===== src/tmrr_pkg.sv =====
package tmrr_pkg;

    localparam int unsigned ADDR_FIELD_BITS = 13;
    localparam int unsigned WORD_BITS       = 64;
    localparam int unsigned ENTRY_BITS      = 16;
    localparam int unsigned ROW_BITS        = 3;
    localparam int unsigned CFG_INDEX_BITS  = 1;

    localparam logic [ROW_BITS-1:0] LAST_ROW = 3'd7;

    localparam logic [CFG_INDEX_BITS-1:0] CFG_EIGHT_BIT_MODE = 1'd0;
    localparam logic [CFG_INDEX_BITS-1:0] CFG_PACKED_OUTPUT  = 1'd1;

    localparam logic ACT_LOAD   = 1'b0;
    localparam logic ACT_RENDER = 1'b1;

    localparam int unsigned XFLIP_BIT = 10;
    localparam int unsigned YFLIP_BIT = 11;
    localparam int unsigned BANK_LSB  = 12;

    typedef struct packed {
        logic                load_we;
        logic                capture;
        logic                rd_en;
        logic [ROW_BITS-1:0] row;
    } t_cmd;

    typedef struct packed {
        logic s1_ready;
    } t_stat;

endpackage


===== src/tmrr_ctrl.sv =====
module tmrr_ctrl
    import tmrr_pkg::*;
(
    input  logic  i_clk,
    input  logic  i_rst_n,
    input  logic  i_in_valid,
    input  logic  i_action,
    input  t_stat i_stat,
    output logic  o_in_stall,
    output t_cmd  o_cmd
);

    typedef enum logic [1:0] {
        ST_IDLE = 2'b01,
        ST_RUN  = 2'b10
    } t_state;

    t_state              r_state, n_state;
    logic [ROW_BITS-1:0] r_row, n_row;
    logic                accept;

    assign o_in_stall = (r_state != ST_IDLE);
    assign accept     = i_in_valid && !o_in_stall;

    always_comb begin
        n_state       = r_state;
        n_row         = r_row;
        o_cmd.load_we = 1'b0;
        o_cmd.capture = 1'b0;
        o_cmd.rd_en   = 1'b0;
        o_cmd.row     = r_row;
        case (r_state)
            ST_IDLE: begin
                if (accept) begin
                    if (i_action == ACT_RENDER) begin
                        o_cmd.capture = 1'b1;
                        n_row         = '0;
                        n_state       = ST_RUN;
                    end else begin
                        o_cmd.load_we = 1'b1;
                    end
                end
            end
            ST_RUN: begin
                if (i_stat.s1_ready) begin
                    o_cmd.rd_en = 1'b1;
                    n_row       = r_row + 1'b1;
                    if (r_row == LAST_ROW) begin
                        n_state = ST_IDLE;
                    end
                end
            end
            default: begin
                n_state = ST_IDLE;
            end
        endcase
    end

    always_ff @(posedge i_clk) begin
        if (!i_rst_n) begin
            r_state <= ST_IDLE;
            r_row   <= '0;
        end else begin
            r_state <= n_state;
            r_row   <= n_row;
        end
    end

    a_rd_only_run: assert property (@(posedge i_clk) disable iff (!i_rst_n)
        o_cmd.rd_en |-> (r_state == ST_RUN))
        else $error("row read issued outside run state");

    a_render_starts: assert property (@(posedge i_clk) disable iff (!i_rst_n)
        (accept && i_action == ACT_RENDER) |=> (r_state == ST_RUN && r_row == '0))
        else $error("render request did not start the row sequence");

    a_last_row_ends: assert property (@(posedge i_clk) disable iff (!i_rst_n)
        (o_cmd.rd_en && r_row == LAST_ROW) |=> (r_state == ST_IDLE))
        else $error("sequencer did not stop after the last row");

endmodule


===== config.mk =====
export PLATFORM = sky130hd
export DESIGN_NAME = tmrr_ctrl
export DESIGN_NICKNAME = d
export VERILOG_FILES = /design/src/tmrr_pkg.sv /design/src/tmrr_ctrl.sv
export SDC_FILE = /design/constraint.sdc
export NUM_CORES = 1
export LEC_CHECK = 0
export BUFFER_PORTS_ARGS = -buffer_cell sky130_fd_sc_hd__buf_4
export CAP_MARGIN = 20
export CORE_AREA = 5 5 42 44
export CTS_CLUSTER_DIAMETER = 30
export DETAILED_ROUTE_END_ITERATION = 6
export DIE_AREA = 0 0 47 49
export PLACE_DENSITY = 0.42
export SYNTH_ARGS = -nofsm -noshare
export SYNTH_HDL_FRONTEND = slang
export SYNTH_SLANG_ARGS = --single-unit

===== constraint.sdc =====
create_clock -name i_clk -period 2.2 [get_ports i_clk]
set_input_delay 0.33 -clock i_clk [delete_from_list [all_inputs] [get_ports i_clk]]
set_output_delay 0.33 -clock i_clk [all_outputs]
set_load 0.005 [all_outputs]

* Yosys cells after proc, flatten, opt, wreduce, memory -nomap -nowiden *
Index checks and enable logic that the tools add are counted.

storage, ports and cells
  bits in registers = 5
  output and inout bits = 7
  word-level logic and storage cells = 31
  input port bits = 5

cells by class
  equal/unequal tests = 8
  reductions and logical operators = 5
  $add $sub $neg = 1
  muxes and demuxes = 15

operators by type and width
  kind                                                                      count
  2-bit 2-to-1 mux                                                          6
  3-bit 2-to-1 mux                                                          3
  2-bit inequality test (second input constant)                             4
  4-bit AND reduction                                                       2
  3-bit one-hot mux with 2 select lines                                     1
  1-bit 2-to-1 mux                                                          4
  2-bit one-hot mux with 2 select lines                                     1
  3-bit by 1-bit adder with 3-bit output (second input constant)            1
  3-bit == test (second input constant)                                     1
  2-bit by 1-bit == test with 1-bit output (second input constant)          1
  2-bit == test (second input constant)                                     1
  2-bit by 1-bit inequality test with 1-bit output (second input constant)  1
  2-bit nonzero test                                                        1
  1-bit logical AND                                                         1
  1-bit zero test                                                           1

* Depth between registers and ports, before layout *
  word-level depth = 5
  gate-level depth with buffers = 4
  mapped depth without buffers = 4

* Least setup slack after synthesis *
No wires, ideal clock.

  kind = register to register
  start = reg r_row[0]
  end = reg r_row[2]
  path slack = 1.103 ns
  required time = 2.083 ns
  path buffers = 0
  period minus slack after synthesis = 1.097 ns
  arrival time = 0.979 ns
  setup time = 0.117 ns
  stages on the path, launching flop included = 4
  cells stage by stage = dfxtp_1 ha_1 ha_1 a32o_1

between the ends
  word-level cells in the longest chain between the ends = 3

ends and longest elaborated chain
  item                                    RTL line         source
  from (decl)                             tmrr_ctrl.sv:19  logic [ROW_BITS-1:0] r_row, n_row;
  from (signal assigned)                  tmrr_ctrl.sv:65  r_row <= n_row;
  3-bit by 1-bit adder with 3-bit output  tmrr_ctrl.sv:47  n_row = r_row + 1'b1;
  3-bit 2-to-1 mux                        tmrr_ctrl.sv:45  if (i_stat.s1_ready) begin
  3-bit one-hot mux with 2 select lines   tmrr_ctrl.sv:32  case (r_state)

No other way between the ends. The select of a mux whose other input is x is not followed.
A chain may end at the register's enable or synchronous reset.

==> results.sh <==
export IMPL_status="finished, final reports clean"
export IMPL_num_rows=14
export IMPL_end_kind="primary output"
export IMPL_p_per_area_nw_per_um2=587
export IMPL_hold_viol_final=0
export IMPL_die_y_um=49
export IMPL_htree_num_levels=1
export IMPL_start_kind="flop"
export IMPL_slew_violations=0
export IMPL_crit_arrival_ns=1.08
export IMPL_yosys_top_cells_area="dfxtp_1, ha_1, a32o_1"
export IMPL_setup_viol_count_final=0
export IMPL_hold_end="r_state[0]"
export IMPL_async_flop_share_pct=0
export IMPL_cts_tree="built"
export IMPL_hp_class="in2reg"
export IMPL_gp_congestion=0.645
export IMPL_post_dp_hpwl_um=469
export IMPL_ctsHoldBuffers=0
export IMPL_max_slew_margin_pct=84.9
export IMPL_synth_top_area_share_pct=39.0
export IMPL_grt_pass1_vias=239
export IMPL_ys_seq_area_share_pct=39.0
export IMPL_drt_iter0_drc=0
export IMPL_viasPerCell=4.08
export IMPL_clock_root_buffer="clkbuf_4"
export IMPL_synth_top_cell_by_area="dfxtp_1"
export IMPL_num_antenna_cells=0
export IMPL_finalCritPeriodShare_pct=64.1
export IMPL_vias=216
export IMPL_routed_wl_um=539
export IMPL_finalCriticalPeriod_ns=1.41
export IMPL_r2r_slack_ns=1.06
export IMPL_grt_ovfl_total=0
export IMPL_grt_pass1_wl_um=966
export IMPL_io_buffers=11
export IMPL_ys_flop_type="dfxtp_1"
export IMPL_drive_gt1_share_pct=45.9
export IMPL_ys_types=16
export IMPL_antenna_found_initial=0
export IMPL_hold_start="i_rst_n"
export IMPL_die_x_um=47
export IMPL_crit_fanout=5
export IMPL_synth_seq_cells=5
export IMPL_cts_path_max_buffers=2
export IMPL_synth_common_cells="dfxtp_1, a32o_1, ha_1, nand2_1, nand2b_1"
export IMPL_required_ns=1.87
export IMPL_nets=45
export IMPL_dpl_cell_area_um2=343
export IMPL_ios=12
export IMPL_track_usage_pct=5.70
export IMPL_synth_most_common_cell="dfxtp_1"
export IMPL_max_freq_mhz=709
export IMPL_finalPower_uw=217
export IMPL_grt_max_degree=8
export IMPL_core_um2=1400
export IMPL_clkLatencyLatePin_ns=0.23
export IMPL_cts_clk_slew_worst_paths_ns=0.04
export IMPL_rr_endpoint="r_row[2]"
export IMPL_clkSinkCount=5
export IMPL_antenna_left=0
export IMPL_worst_pin_slew_ns=0.226
export IMPL_skew_ns=0.000313
export IMPL_max_cap_violations=0
export IMPL_final_area_um2=369
export IMPL_syn_instance_count=24
export IMPL_critPathLaunch="r_state[1]"
export IMPL_r2r_cells=3
export IMPL_avgSynthCellArea_um2=10.7
export IMPL_power_leakage_uw=0.000178
export IMPL_drc_errors=0
export IMPL_hold_depth=2
export IMPL_numCtsBuffers=3
export IMPL_initial_core_util_pct=18.3
export IMPL_cts_resized=0
export IMPL_timing_setup_tns_ns=0
export IMPL_die_area_um2=2300
export IMPL_synthToLayoutAreaGrowth_pct=43.9
export IMPL_worst_ir_drop_vdd_mv=0.220
export IMPL_syn_cell_area_um2=256
export IMPL_firstDrtPassIters=1
export IMPL_rr_startpoint="r_row[0]"
export IMPL_postCtsSetupRepairBufs=0
export IMPL_rsz0062_at_grt="no"
export IMPL_crit_type="reg2out"
export IMPL_ys_warn_count=0
export IMPL_wire_per_inst_um=10.2
export IMPL_syn_nets=31
export IMPL_synth_edf_count=0
worst max-delay path: stages (launching register included):
cell	delay, ns
dfxtp_1	0.32
and4b_1	0.38
buf_4	0.16
state kept, by name (all words and copies together), names as in the netlist:
| register | count |
|---|---|
| r_row | 3 |
| r_state | 2 |
power breakdown:
group | leakage [µW] | switching, µW | internal [µW] | total [µW]
logic | 0.000122 | 9.05 | 13.2 | 22.2
registers | 0.0000406 | 1.41 | 92.9 | 94.3
clock network | 0.0000150 | 31.9 | 68.2 | 100
worst max path at each step:
stage	to
after global placement	o_cmd[4]
after CTS	o_cmd[4]
final	o_cmd[4]
after global routing	o_cmd[4]
after floorplan	r_row[2]
after detailed placement	o_cmd[4]
final cells by class:
| type | count | area, µm² |
|---|---|---|
| Clock buffer | 4 | 26.3 |
| Timing Repair Buffer | 11 | 82.6 |
| Sequential cell | 5 | 100 |
| Tap cell | 16 | 20.0 |
| Fill cell | 162 | 1030 |
| Multi-Input combinational cell | 17 | 140 |
stage by stage:
step	utilization, %	hold slack (ns)	worst slack [ns]	std cells
finish	26.3	0.330	0.791	53
global route	26.3	0.349	0.723	53
CTS	26.3	0.323	0.772	53
detailed placement	24.5	0.487	0.978	49
global placement	24.5	0.461	0.981	49
floorplan	-	0.410	1.10	24
cell families (layout without fill, tap and decap cells):
logic type	count (synthesis)	count (layout)	synth area share [%]
buf+inv	2	15	6.34
compound gates	6	6	21.0
fa+ha+maj	2	2	9.75
simple gates	9	9	23.9
flops	5	5	39.0
placed cells by master (no fill, tap or decap):
master / netlist / layout
buf_4: 0 / 11
dfxtp_1: 5 / 5
clkbuf_4: 0 / 3
nand2b_1: 2 / 2
a32o_1: 2 / 2
nand2_1: 2 / 2
ha_1: 2 / 2
and4b_1: 1 / 1
nor3b_1: 1 / 1
and3b_1: 1 / 1
nor2_2: 1 / 1
and2_4: 1 / 1
a21oi_1: 1 / 1
o21ai_1: 1 / 1
o32ai_2: 1 / 1
o21a_1: 1 / 1
clkbuf_1: 0 / 1
per-layer routing:
metal | routed length (µm) | GRT usage [%] | part of all wire, % | vias up
met2 | 321 | 8.60 | 60 | 4
met5 | 0 | 0 | 0 | -
met4 | 0 | 4.15 | 0 | 0
met1 | 200 | 6.81 | 37 | 99
li1 | - | - | - | 113
met3 | 17 | 1.11 | 3.2 | 0
(Power assumes the default switching activity.)
